**config.mk**
```make
export PLATFORM = sky130hd
export DESIGN_NAME = asi_ctrl
export DESIGN_NICKNAME = d
export VERILOG_FILES = /design/src/sv/asi_pkg.sv /design/src/sv/asi_ctrl.sv
export SDC_FILE = /design/constraint.sdc
export NUM_CORES = 1
export LEC_CHECK = 0
export BUFFER_PORTS_ARGS = -buffer_cell sky130_fd_sc_hd__buf_2
export CAP_MARGIN = 20
export CORE_AREA = 3 3 40 42
export CTS_BUF_LIST = sky130_fd_sc_hd__clkbuf_2
export DETAILED_ROUTE_END_ITERATION = 6
export DIE_AREA = 0 0 43 45
export PLACE_DENSITY_LB_ADDON = 0.3
export SYNTH_ARGS = -nofsm -noshare
export SYNTH_HDL_FRONTEND = slang
export SYNTH_SLANG_ARGS = --single-unit
```
**constraint.sdc**
```tcl
create_clock -name clock -period 1.25 [get_ports clock]
set_input_delay 0.125 -clock clock [delete_from_list [all_inputs] [get_ports clock]]
set_output_delay 0.125 -clock clock [all_outputs]
set_load 0.01 [all_outputs]
```
**src/sv/asi_pkg.sv**
```systemverilog
// shared types, constants and codes of the address interval set
package asi_pkg;

   // default sizes of the store
   localparam int DEF_MAX_INTERVALS = 16;
   localparam int DEF_TAG_BITS      = 16;

   // fixed field widths of the streams
   localparam int ADDR_BITS   = 64;
   localparam int TAG_IN_BITS = 16;
   localparam int COUNT_BITS  = 5;
   localparam int STATUS_BITS = 2;

   // packed stream widths, whole bytes
   localparam int REQ_BITS = 208;
   localparam int RSP_BITS = 160;

   // request kinds carried in req_tuser
   typedef enum logic {
      CMD_ADD   = 1'b0,
      CMD_QUERY = 1'b1
   } command_type;

   // result status codes
   typedef enum logic [STATUS_BITS-1:0] {
      STATUS_OK    = 2'd0,
      STATUS_FULL  = 2'd1,
      STATUS_RANGE = 2'd2
   } status_type;

   // controller to datapath commands
   typedef struct packed {
      logic capture;
      logic scan;
      logic advance;
      logic insert;
      logic tail;
      logic reply;
   } asi_cmd_type;

   // datapath to controller status
   typedef struct packed {
      logic is_query;
      logic bad_range;
      logic set_empty;
      logic last_entry;
      logic hit;
      logic need_ins;
      logic out_free;
   } asi_stat_type;

endpackage

```
**src/sv/asi_ctrl.sv**
```systemverilog
// sequencer that walks the interval store for one request at a time
module asi_ctrl (
   input  logic                  clock,
   input  logic                  reset,
   input  logic                  req_tvalid,
   output logic                  req_tready,
   input  asi_pkg::asi_stat_type stat,
   output asi_pkg::asi_cmd_type  cmd
);

   typedef enum logic [2:0] {
      ST_IDLE,
      ST_START,
      ST_SCAN,
      ST_INSERT,
      ST_TAIL,
      ST_REPLY
   } state_type;

   state_type state_ff;
   state_type state_in;

   // next state and commands
   always_comb begin
      state_in   = state_ff;
      cmd        = '0;
      req_tready = 1'b0;
      case (state_ff)
         ST_IDLE: begin
            req_tready = 1'b1;
            if (req_tvalid) begin
               cmd.capture = 1'b1;
               state_in    = ST_START;
            end
         end
         ST_START: begin
            if (!stat.is_query && stat.bad_range) begin
               state_in = ST_REPLY;
            end else if (stat.set_empty) begin
               state_in = stat.is_query ? ST_REPLY : ST_TAIL;
            end else begin
               state_in = ST_SCAN;
            end
         end
         ST_SCAN: begin
            cmd.scan = 1'b1;
            if (stat.hit) begin
               state_in = ST_REPLY;
            end else if (stat.need_ins) begin
               state_in = ST_INSERT;
            end else if (stat.last_entry) begin
               state_in = stat.is_query ? ST_REPLY : ST_TAIL;
            end else begin
               cmd.advance = 1'b1;
            end
         end
         ST_INSERT: begin
            cmd.insert = 1'b1;
            if (stat.last_entry) begin
               state_in = ST_TAIL;
            end else begin
               cmd.advance = 1'b1;
               state_in    = ST_SCAN;
            end
         end
         ST_TAIL: begin
            cmd.tail = 1'b1;
            state_in = ST_REPLY;
         end
         ST_REPLY: begin
            if (stat.out_free) begin
               cmd.reply = 1'b1;
               state_in  = ST_IDLE;
            end
         end
         default: begin
            state_in = ST_IDLE;
         end
      endcase
   end

   // state register
   always_ff @(posedge clock) begin
      if (reset) begin
         state_ff <= ST_IDLE;
      end else begin
         state_ff <= state_in;
      end
   end

endmodule

```
==> key figures, run 1 <==
Layout
  – # diodes: 0
  – Top Registers: state_ff (3)
  – Fill count: 148
  – Area growth syn-to-layout: 46.7%
  – Non-Filler Instances: 76
  – Leading cell type in the layout, fill and taps excluded: buf_2
  – Share of cells above drive strength 1: a little under three fifths
  – Commonest non-fill, non-tap cells in the layout: buf_2 (16), nor2_1 (7), clkbuf_2 (4)
  – Max reg flops: 3
  – Final net count: slightly above 70
  – Biggest register: state_ff

Timing
  – Fin worst setup slack: roughly 0.06 ns
  – Min cycle time layout: 1.19 ns
  – Fin Setup TNS: 0 ns
  – Final hold violations: 0
  – Final period util: 95.3%
  – Measured slew at the worst slew-check pin: 0.269 ns
  – Worst hold slack: approximately 0.12 ns
  – Max Slew Vio Count: 0
  – RSZ-0062 raised after global routing: no
  – Final Skew: 0.00283 ns
  – Final setup violating endpoints: 0
  – FMAX: 840 MHz
  – Worst rel slew slack: between 80% and 90%

Global route
  – Total Routing Usage GR: 8.99%
  – Gr ovfl total: 0
  – First-pass GRT wire length: 1.29 mm
  – Largest net degree at the start of global routing: 12
  – Initial antenna violation count: 0
  – Vias in the first global route: 283

Yosys
  – Mean Syn Cell Area: 7.60 um2
  – Area leader, netlist: dfxtp_1
  – Yosys reg bits: 3
  – Share of the synthesized area in the top cell type: 18.8%
  – Synth area leaders: dfxtp_1 (19%), nor2_1 (8.2%), buf_6 (7.1%), nor3_1 (6.3%), o32a_1 (6.3%)
  – YS warnings: 0
  – Synthesized area: 319 um2
  – Synth unique cells: 26
  – Post-synthesis sequential area ratio: 18.8%
  – Syn nets: 52
  – Cells after Synth: 42

Drt
  – WL final: ~840 um
  – Post-route ant nets: 0
  – Drt drc: 0
  – Drt pass-1 iters: 2
  – Via Count: between 300 and 400
  – Routed WL per cell: 11.1 um
  – Starting DRC count in detailed routing: 4
  – DR vias/cell: 4.78

CTS
  – H-tree Lvls: 1
  – Clock Latency Late Sink: 0.20 ns
  – CTS tree: built
  – Reg clk slew, reported paths: ~0.040 ns
  – CTS Buf Count: 3
  – Clock Root Buffer: clkbuf_2
  – Longest Clk Path Bufs: 2
  – CTS Sinks: 3

Floorplanning
  – Die H: 45 um
  – # IOs: 17
  – Initial Utilization: 24.8%
  – Row count: 13
  – Die Width: around 43 um
  – Die ar.: 1940 um2
  – Total core area: between 1000 and 1500 um2

Worst setup path
  – Startpoint Class: register
  – Crit-path slowest cell: dfxtp_4
  – Critical path, cell by cell: nor2b_4 -> and3_1 -> buf_2
  – Crit path required time: about 1.1 ns
  – Critical path type: reg -> out
  – Nature of the critical path endpoint: output port
  – Crit path arrival time: 1.07 ns
  – CP Max Fanout: 8
  – Crit path largest cell delay: 0.39 ns

Power and ir drop
  – Worst ir drop on vdd: 0.000504 V
  – PD cells: ~1300 nW/um2
  – Pleak: 0.223 nW

Place
  – DP Cell Count: 72
  – DP Wirelength: roughly 640 um
  – Worst slack, placed: between 0.03 and 0.04 ns
  – Gpl congestion: roughly 0.73
  – PortBufs: 16

Run
  – Max-cap violations: 0

Status
  – Status: finished clean

Worst hold path
  – Hold WC Path Type: in -> reg
Yosys cell counts:
cell and number:
nor3b_1 1, a21oi_1 1, mux2i_1 1, dfxtp_1 3, nor4bb_1 1, or4_4 1
and2_1 2, o21a_1 1, a31oi_2 1, o21ai_0 1, inv_1 2, o21ai_1 1
nand3_1 1, buf_2 1, inv_2 1, and3_1 1, o32a_1 2, o31ai_2 1
a31oi_1 1, nand3_2 1, a221oi_1 1, nor3_1 4, nand2b_1 2, nor2_1 7
nor2b_1 1, buf_6 2
logic make-up after synthesis:
logic type      synth area share [%]
simple gates                    40.0
mux                             3.14
compound gates                  25.9
buf+inv                         12.2
flops                           18.8
worst paths after layout:
path	from	to	slack (ns)	cells after the start
setup / recovery	state_ff[2]$_SDFFE_PP0P_	cmd[0]	0.06	3
hold / removal	reset	state_ff[1]$_SDFFE_PP0P_	0.12	2
setup reg to reg	state_ff[1]$_SDFFE_PP0P_	state_ff[2]$_SDFFE_PP0P_	0.06	3
hold reg to reg	state_ff[2]$_SDFFE_PP0P_	state_ff[1]$_SDFFE_PP0P_	0.59	2
layer usage:
metal | GRT usage (%) | vias to the layer above | wire length, um
met5 | 0 | - | 0
met4 | 1.81 | 0 | 0
met3 | 4.78 | 0 | 72
met2 | 11.1 | 13 | 372
met1 | 13.5 | 159 | 396
li1 | - | 191 | -
power by group:
group	leakage [nW]	total [mW]	internal [mW]	switching, mW
sequential	0.0267	0.190	0.127	0.0623
combinational	0.180	0.290	0.161	0.130
clock	0.0166	0.135	0.0844	0.0507
through the flow:
stage                     cell area [um2]  power, mW  util [%]
final                                 468      0.615      36.4
after global routing                  468      0.662      36.4
after CTS                             437      0.584      34.0
after detailed placement              410      0.436      31.9
after global placement                410      0.439      31.9
after floorplan                       324      0.360         -
final cells by class:
cell class	count	area [um2]	area share, %
Tap cell	15	18.8	4.01
Clock buffer	4	20.0	4.28
Sequential cell	3	71.3	15.2
Timing Repair Buffer	18	95.1	20.3
Inverter	3	11.3	2.41
Multi-Input combinational cell	33	251	53.7
worst max-delay path, delay by kind of cell (launching register included):
family	cells	cell delay, ns
simple gates	2	0.35
buf+inv	1	0.13
flops	1	0.39
repair_timing:
action / in CTS / in global routing
gates resized for setup: 4 / 7
endpoints found under the setup margin: 5 / 5
hold endpoints to repair: 0 / 0
buffers inserted: 0 / 0
hold buffers: 0 / 0
(Power assumes the default switching activity.)
==> inputs of run 2 (changes only) <==
--- a/config.mk
+++ b/config.mk
@@ -5,6 +5,7 @@
 export SDC_FILE = /design/constraint.sdc
 export NUM_CORES = 1
 export LEC_CHECK = 0
+export ABC_AREA = 1
 export BUFFER_PORTS_ARGS = -buffer_cell sky130_fd_sc_hd__buf_2
 export CAP_MARGIN = 20
 export CORE_AREA = 3 3 40 42
@@ -12,6 +13,7 @@
 export DETAILED_ROUTE_END_ITERATION = 6
 export DIE_AREA = 0 0 43 45
 export PLACE_DENSITY_LB_ADDON = 0.3
+export SLEW_MARGIN = 30
 export SYNTH_ARGS = -nofsm -noshare
 export SYNTH_HDL_FRONTEND = slang
 export SYNTH_SLANG_ARGS = --single-unit
==> key figures, run 2 <==
Status
  – Status: finished clean

Worst setup path
  – Critical path type: reg -> out
  – Reg2reg start: state_ff[2]$_SDFFE_PP0P_
  – Crit path required time: 1.12 ns (about the same)
  – Nature of the critical path endpoint: output port
  – Critical R2R Capture: state_ff[0]$_SDFFE_PP0P_
  – CP Max Fanout: 6 (-2)
  – Reg2reg path depth: 8 (+5)
  – Startpoint Class: register
  – R2R Setup Slk: 0.12 ns (+0.06 ns)
  – Crit path arrival time: 1.08 ns (about the same)

Layout
  – Non-Filler Instances: 96 (+26%)
  – Core Util, Final: 36.2% (-0.19 points)
  – Final net count: 92 (+28%)
  – # diodes: 0 (unchanged)
  – Sequential standard cell area: 63.8 um2 (-11%)
  – Post-route cell area: 465 um2 (-0.53%)
  – Commonest non-fill, non-tap cells in the layout: buf_2 (16), nand2_1 (14), nor2_1 (10)
  – Share of cells above drive strength 1: 45.7% (-12 points)
  – Leading cell type in the layout, fill and taps excluded: buf_2
  – Top Registers: state_ff (3)
  – Multi-input logic area: 209 um2 (-17%)
  – Fill count: 159 (+7.4%)
  – Biggest register: state_ff
  – Area growth syn-to-layout: 50.0%
  – Max reg flops: 3 (unchanged)

CTS
  – H-tree Lvls: 1 (unchanged)
  – CTS Sinks: 3 (unchanged)
  – CTS tree: built
  – Clock Latency Late Sink: 0.20 ns (about the same)
  – Reg clk slew, reported paths: 0.04 ns (about the same)
  – Longest Clk Path Bufs: 2 (unchanged)
  – Post-cts hold buffer count: 0 (unchanged)
  – CTS Buf Count: 3 (unchanged)
  – Clock Root Buffer: clkbuf_2

Drt
  – DR vias/cell: 4.32 (-9.5%)
  – Starting DRC count in detailed routing: 12 (+8)
  – Drt pass-1 iters: 4 (+2)
  – Post-route ant nets: 0 (unchanged)
  – Via Count: 415 (+14%)
  – Routed WL per cell: 8.27 um (-25%)
  – WL final: 794 um (-5.6%)
  – Drt drc: 0 (unchanged)

Global route
  – Initial antenna violation count: 0 (unchanged)
  – Vias in the first global route: 347 (+23%)
  – Largest net degree at the start of global routing: 7 (-5)
  – Total Routing Usage GR: 8.22% (-0.76 points)
  – First-pass GRT wire length: 1.21 mm (-5.9%)
  – Gr ovfl total: 0 (unchanged)

Power and ir drop
  – Seq pwr share: 28.8% (-2.0 points)
  – Sw Share: 38.9% (-0.54 points)
  – PD cells: 1000 nW/um2 (-24%)
  – Switching power total: 0.182 mW (-25%)
  – Internal cell power: 0.286 mW (-23%)
  – Comb pwr share: 43.2% (-4.0 points)
  – Worst ir drop on vdd: 0.000391 V (-22%)
  – Clock share of power: 28.1% (+6.1 points)
  – Pleak: 0.287 nW (+29%)
  – Tot Pwr: 0.467 mW (-24%)

Run
  – Max-cap violations: 0 (unchanged)

Yosys
  – Share of flip-flops with an asynchronous set or reset: 0% (unchanged)
  – YS warnings: 0 (unchanged)
  – Post-synthesis sequential area ratio: 19.4% (+0.53 points)
  – Largest family of logic cells by synthesized area: simple AND/OR/NAND/NOR gates
  – Simple-gate share of the synthesized area: 59.3% (+19 points)
  – Synth unique cells: 15 (-42%)
  – Compound-Gate Fraction of Synth Area: 8.06% (-18 points)
  – Post-synth EDFFs: 0 (unchanged)
  – Adder-Cell Fraction of Synth Area: 0% (unchanged)
  – Yosys reg bits: 3 (unchanged)
  – XOR/XNOR Fraction of Synth Area: 0% (unchanged)
  – Most common cell in the synthesized netlist: nand2_1
  – Cells after Synth: 57 (+36%)
  – Area leader, netlist: dfxtp_1
  – Mean Syn Cell Area: 5.44 um2 (-28%)
  – Syn nets: 67 (+29%)
  – Mux share of post-synthesis cell area: 0% (-3.1 points)
  – Ys flop type: dfxtp_1
  – Synth area leaders: dfxtp_1 (19%), nand2_1 (17%), nor2_1 (12%), inv_1 (9.7%), nand3_1 (8.1%)
  – Synthesized area: 310 um2 (-2.7%)
  – Synth cell count leaders: nand2_1 (14), nor2_1 (10), inv_1 (8)
  – Share of the synthesized area in the top cell type: 19.4% (+0.53 points)

Worst hold path
  – Min-delay src: reset
  – Worst hold endpoint: state_ff[1]$_SDFFE_PP0P_
  – Hold WC Path Type: in -> reg
  – Hold depth: 2 (unchanged)

Floorplanning
  – Die ar.: 1940 um2 (unchanged)
  – # IOs: 17 (unchanged)
  – Die H: 45 um (unchanged)
  – Die Width: 43 um (unchanged)
  – Row count: 13 (unchanged)
  – Initial Utilization: 24.1% (-0.68 points)
  – Total core area: 1280 um2 (unchanged)

Place
  – DP Cell Count: 88 (+22%)
  – Dpl cell area: 409 um2 (-0.31%)
  – Gpl congestion: 0.767 (+5.3%)
  – PortBufs: 16 (unchanged)
  – Worst slack, placed: 0.132 ns (+0.0924 ns)
  – DP Wirelength: 660 um (+2.7%)

Timing
  – Final period util: 96.6% (+1.3 points)
  – Worst rel slew slack: 88.6% (+6.8 points)
  – Min cycle time layout: 1.21 ns (+0.0162 ns)
  – RSZ-0062 raised after global routing: yes
  – Final hold violations: 0 (unchanged)
  – FMAX: 828 MHz (-1.3%)
  – Measured slew at the worst slew-check pin: 0.170 ns (-0.0993 ns)
  – Worst hold slack: 0.105 ns (-0.0121 ns)
  – Fin Setup TNS: 0 ns (unchanged)
  – Fin worst setup slack: 0.0430 ns (-0.0162 ns)
  – Final Skew: 0.00381 ns (+0.000990 ns)
  – Final setup violating endpoints: 0 (unchanged)
  – Max Slew Vio Count: 0 (unchanged)
==> run 2: cell count changes after synthesis, sizes merged, moves of 4 or more <==
| cell | previous run | this run |
|---|---|---|
| nand3 | 2 | 6 |
| nand2 | 0 | 17 |
| inv | 3 | 11 |
| nor2 | 7 | 13 |
==> run 2: final cells by class <==
type / instances / share of cell area [%]
repair buffers: 20 / 23.7
multi-input cells: 43 / 44.9
well taps: 15 / 4.03
flip-flops and latches: 3 / 13.7
clock buffers: 4 / 4.30
inverters: 11 / 9.41
==> run 2: logic make-up (layout without fill, tap and decap cells) <==
logic type             after synthesis  count (layout)
AO/OA/AOI/OAI                        5               5
AND/OR/NAND/NOR                     38              38
buffers and inverters               11              35
flip-flops                           3               3
==> run 2: metal layers <==
metal / GRT usage (%) / vias to the layer above / share of wire (%) / routed length [um]
li1: - / 221 / - / -
met1: 10.0 / 180 / 45 / 358
met2: 13.2 / 14 / 47 / 373
met3: 1.59 / 0 / 7.8 / 62
met4: 5.42 / 0 / 0 / 0
met5: 0 / - / 0 / 0
==> run 2: timing repair <==
action                     4_1_cts  5_1_grt
gates cloned                     0        0
gates resized for setup          1        3
setup endpoints to repair        1        3
pin swaps                        0        1
setup buffers                    2        2
==> run 2: worst max path at each step <==
stage / from / to / slack, ns / cells after the start
after floorplan: state_ff[0]$_SDFFE_PP0P_ / state_ff[2]$_SDFFE_PP0P_ / 0.23 / 7
final: state_ff[2]$_SDFFE_PP0P_ / cmd[3] / 0.04 / 6
after detailed placement: state_ff[0]$_SDFFE_PP0P_ / state_ff[2]$_SDFFE_PP0P_ / 0.13 / 7
after CTS: state_ff[2]$_SDFFE_PP0P_ / cmd[3] / 0.005 / 6
after global routing: state_ff[2]$_SDFFE_PP0P_ / cmd[3] / -0.03 / 6
after global placement: state_ff[0]$_SDFFE_PP0P_ / state_ff[2]$_SDFFE_PP0P_ / 0.14 / 7
==> run 2: critical path, cell delays in order (launching register included) <==
cell and delay (ns):
dfxtp_2 0.34, inv_4 0.09, nand2_4 0.05, nor2_4 0.15, nand2_2 0.08, nand2_1 0.06
buf_2 0.12
==> run 2: power groups by stage <==
stage               Combinational, mW  Sequential, mW  Clock [mW]
floorplan                       0.128           0.128           0
global placement                0.184           0.131           0
detailed placement              0.184           0.131           0
CTS                             0.196           0.131       0.135
global route                    0.226           0.137       0.141
finish                          0.202           0.134       0.131
==> inputs of run 3 (changes only) <==
--- a/config.mk
+++ b/config.mk
@@ -13,6 +13,7 @@
 export DETAILED_ROUTE_END_ITERATION = 6
 export DIE_AREA = 0 0 43 45
 export PLACE_DENSITY_LB_ADDON = 0.3
+export SETUP_SLACK_MARGIN = 0.2
 export SLEW_MARGIN = 30
 export SYNTH_ARGS = -nofsm -noshare
 export SYNTH_HDL_FRONTEND = slang
==> key figures, run 3 (synthesis gave the netlist of run 2 again) <==
Drt
  – Via Count: 419 (+0.96%)
  – WL final: 853 um (+7.4%)
  – Drt drc: 0 (unchanged)
  – DR vias/cell: 4.32 (about the same)
  – Starting DRC count in detailed routing: 7 (-5)
  – Drt pass-1 iters: 4 (unchanged)
  – Routed WL per cell: 8.79 um (+6.3%)
  – Post-route ant nets: 0 (unchanged)

Layout
  – Max reg flops: 3 (unchanged)
  – Fill count: 157 (-1.3%)
  – # diodes: 0 (unchanged)
  – Area growth syn-to-layout: 70.2%
  – Commonest non-fill, non-tap cells in the layout: buf_2 (14), nand2_1 (12), nor2_1 (8)
  – Top Registers: state_ff (3)
  – Non-Filler Instances: 97 (+1.0%)
  – Final net count: 93 (+1.1%)
  – Leading cell type in the layout, fill and taps excluded: buf_2
  – Share of cells above drive strength 1: 53.7% (+8.0 points)
  – Biggest register: state_ff
  – Multi-input logic area: 236 um2 (+13%)
  – Sequential standard cell area: 71.3 um2 (+12%)

Timing
  – Final Skew: 0.00527 ns (+0.00146 ns)
  – Min cycle time layout: 1.16 ns (-0.0459 ns)
  – Final setup violating endpoints: 0 (unchanged)
  – RSZ-0062 raised after global routing: yes
  – Fin worst setup slack: 0.0888 ns (+0.0459 ns)
  – Final period util: 92.9% (-3.7 points)
  – Measured slew at the worst slew-check pin: 0.170 ns (+0.000470 ns)
  – Fin Setup TNS: 0 ns (unchanged)
  – FMAX: 861 MHz (+4.0%)
  – Max Slew Vio Count: 0 (unchanged)
  – Final hold violations: 0 (unchanged)
  – Worst rel slew slack: 88.6% (about the same)

Global route
  – First-pass GRT wire length: 1.26 mm (+3.4%)
  – Vias in the first global route: 368 (+6.1%)
  – Largest net degree at the start of global routing: 7 (unchanged)
  – Total Routing Usage GR: 8.47% (+0.25 points)
  – Initial antenna violation count: 0 (unchanged)
  – Gr ovfl total: 0 (unchanged)

Worst setup path
  – CP Max Fanout: 6 (unchanged)
  – Crit path buffers/inverters: 3 (+1)
  – Crit path to: cmd[5]
  – Critical R2R Capture: state_ff[0]$_SDFFE_PP0P_
  – Crit path arrival time: 1.04 ns (-0.04 ns)
  – Levels on crit path: 5 (-1)
  – Crit path required time: 1.12 ns (about the same)
  – Critical Path Start: state_ff[2]$_SDFFE_PP0P_
  – Crit-path slowest cell: dfxtp_4
  – Startpoint Class: register
  – Crit path largest cell delay: 0.36 ns (+0.02 ns)
  – Critical path, cell by cell: inv_6 -> buf_4 -> nand3_4 -> nor2_1 -> buf_2
  – Nature of the critical path endpoint: output port
  – Reg2reg start: state_ff[2]$_SDFFE_PP0P_
  – Critical path type: reg -> out
  – R2R Setup Slk: 0.14 ns (+0.02 ns)
  – Crit-path leading delay family: flip-flops
  – Reg2reg path depth: 9 (+1)

CTS
  – Reg clk slew, reported paths: 0.04 ns (about the same)
  – Clock Root Buffer: clkbuf_2
  – CTS tree: built
  – Clock Latency Late Sink: 0.20 ns (about the same)
  – H-tree Lvls: 1 (unchanged)
  – CTS Sinks: 3 (unchanged)
  – CTS Buf Count: 3 (unchanged)
  – Longest Clk Path Bufs: 2 (unchanged)

Power and ir drop
  – Pleak: 0.296 nW (+3.2%)
  – Worst ir drop on vdd: 0.000436 V (+11%)
  – PD cells: 963 nW/um2 (-4.1%)

Worst hold path
  – Hold WC Path Type: in -> reg
  – Hold depth: 2 (unchanged)

Floorplanning
  – Die H: 45 um (unchanged)
  – Initial Utilization: 24.1% (unchanged)
  – # IOs: 17 (unchanged)
  – Total core area: 1280 um2 (unchanged)
  – Die ar.: 1940 um2 (unchanged)
  – Die Width: 43 um (unchanged)
  – Row count: 13 (unchanged)

Place
  – DP Cell Count: 88 (unchanged)
  – DP Wirelength: 660 um (unchanged)
  – PortBufs: 16 (unchanged)
  – Worst slack, placed: 0.132 ns (unchanged)
  – Gpl congestion: 0.767 (unchanged)

Run
  – Max-cap violations: 0 (unchanged)

Status
  – Status: finished clean
[run 3: where the power goes]
part           leakage, nW  switching (mW)  internal (mW)
Combinational        0.253           0.129          0.109
Sequential          0.0267          0.0284          0.112
Clock               0.0166          0.0455         0.0845
Total                0.296           0.203          0.305
[run 3: metrics by stage]
| step | power (mW) | hold slack (ns) | utilization (%) | cell area (um2) |
|---|---|---|---|---|
| 2_1_floorplan | 0.257 | 0.194 | - | 310 |
| 3_3_place_gp | 0.314 | 0.323 | 31.8 | 409 |
| 3_5_place_dp | 0.316 | 0.319 | 31.8 | 409 |
| 4_1_cts | 0.481 | 0.0954 | 37.3 | 479 |
| 5_1_grt | 0.550 | 0.0980 | 41.1 | 528 |
| 6_report | 0.508 | 0.102 | 41.1 | 528 |
[run 3: repair_timing]
item	CTS	global route
pin swaps	1	5
gates resized for setup	7	13
hold buffers	0	0
setup endpoints to repair	10	10
buffers inserted	4	1
[run 3: worst reg2reg max path: cells and delay by family, from the launching register on]
family	cells	cell delay [ns]
flops	1	0.36
compound gates	1	0.05
simple gates	6	0.37
buf+inv	2	0.22
[run 3: how the worst min path moves through the flow]
stage / startpoint / endpoint / slack (ns)
after detailed placement: reset / state_ff[2]$_SDFFE_PP0P_ / 0.32
after CTS: reset / state_ff[2]$_SDFFE_PP0P_ / 0.1
final: reset / state_ff[2]$_SDFFE_PP0P_ / 0.10
after floorplan: reset / state_ff[0]$_SDFFE_PP0P_ / 0.19
after global placement: reset / state_ff[2]$_SDFFE_PP0P_ / 0.32
after global routing: reset / state_ff[2]$_SDFFE_PP0P_ / 0.1
[run 3: routing by layer]
metal,wire (um),track usage [%],vias up
met5,0,0,-
met4,0,5.42,0
met3,63,1.59,0
met2,427,13.8,12
met1,363,10.3,181
li1,-,-,226
[run 3: layout make-up]
type,count,share of cell area (%)
Multi-Input combinational cell,43,44.8
Inverter,11,9.72
Sequential cell,3,13.5
Tap cell,15,3.55
Timing Repair Buffer,21,24.6
Clock buffer,4,3.79
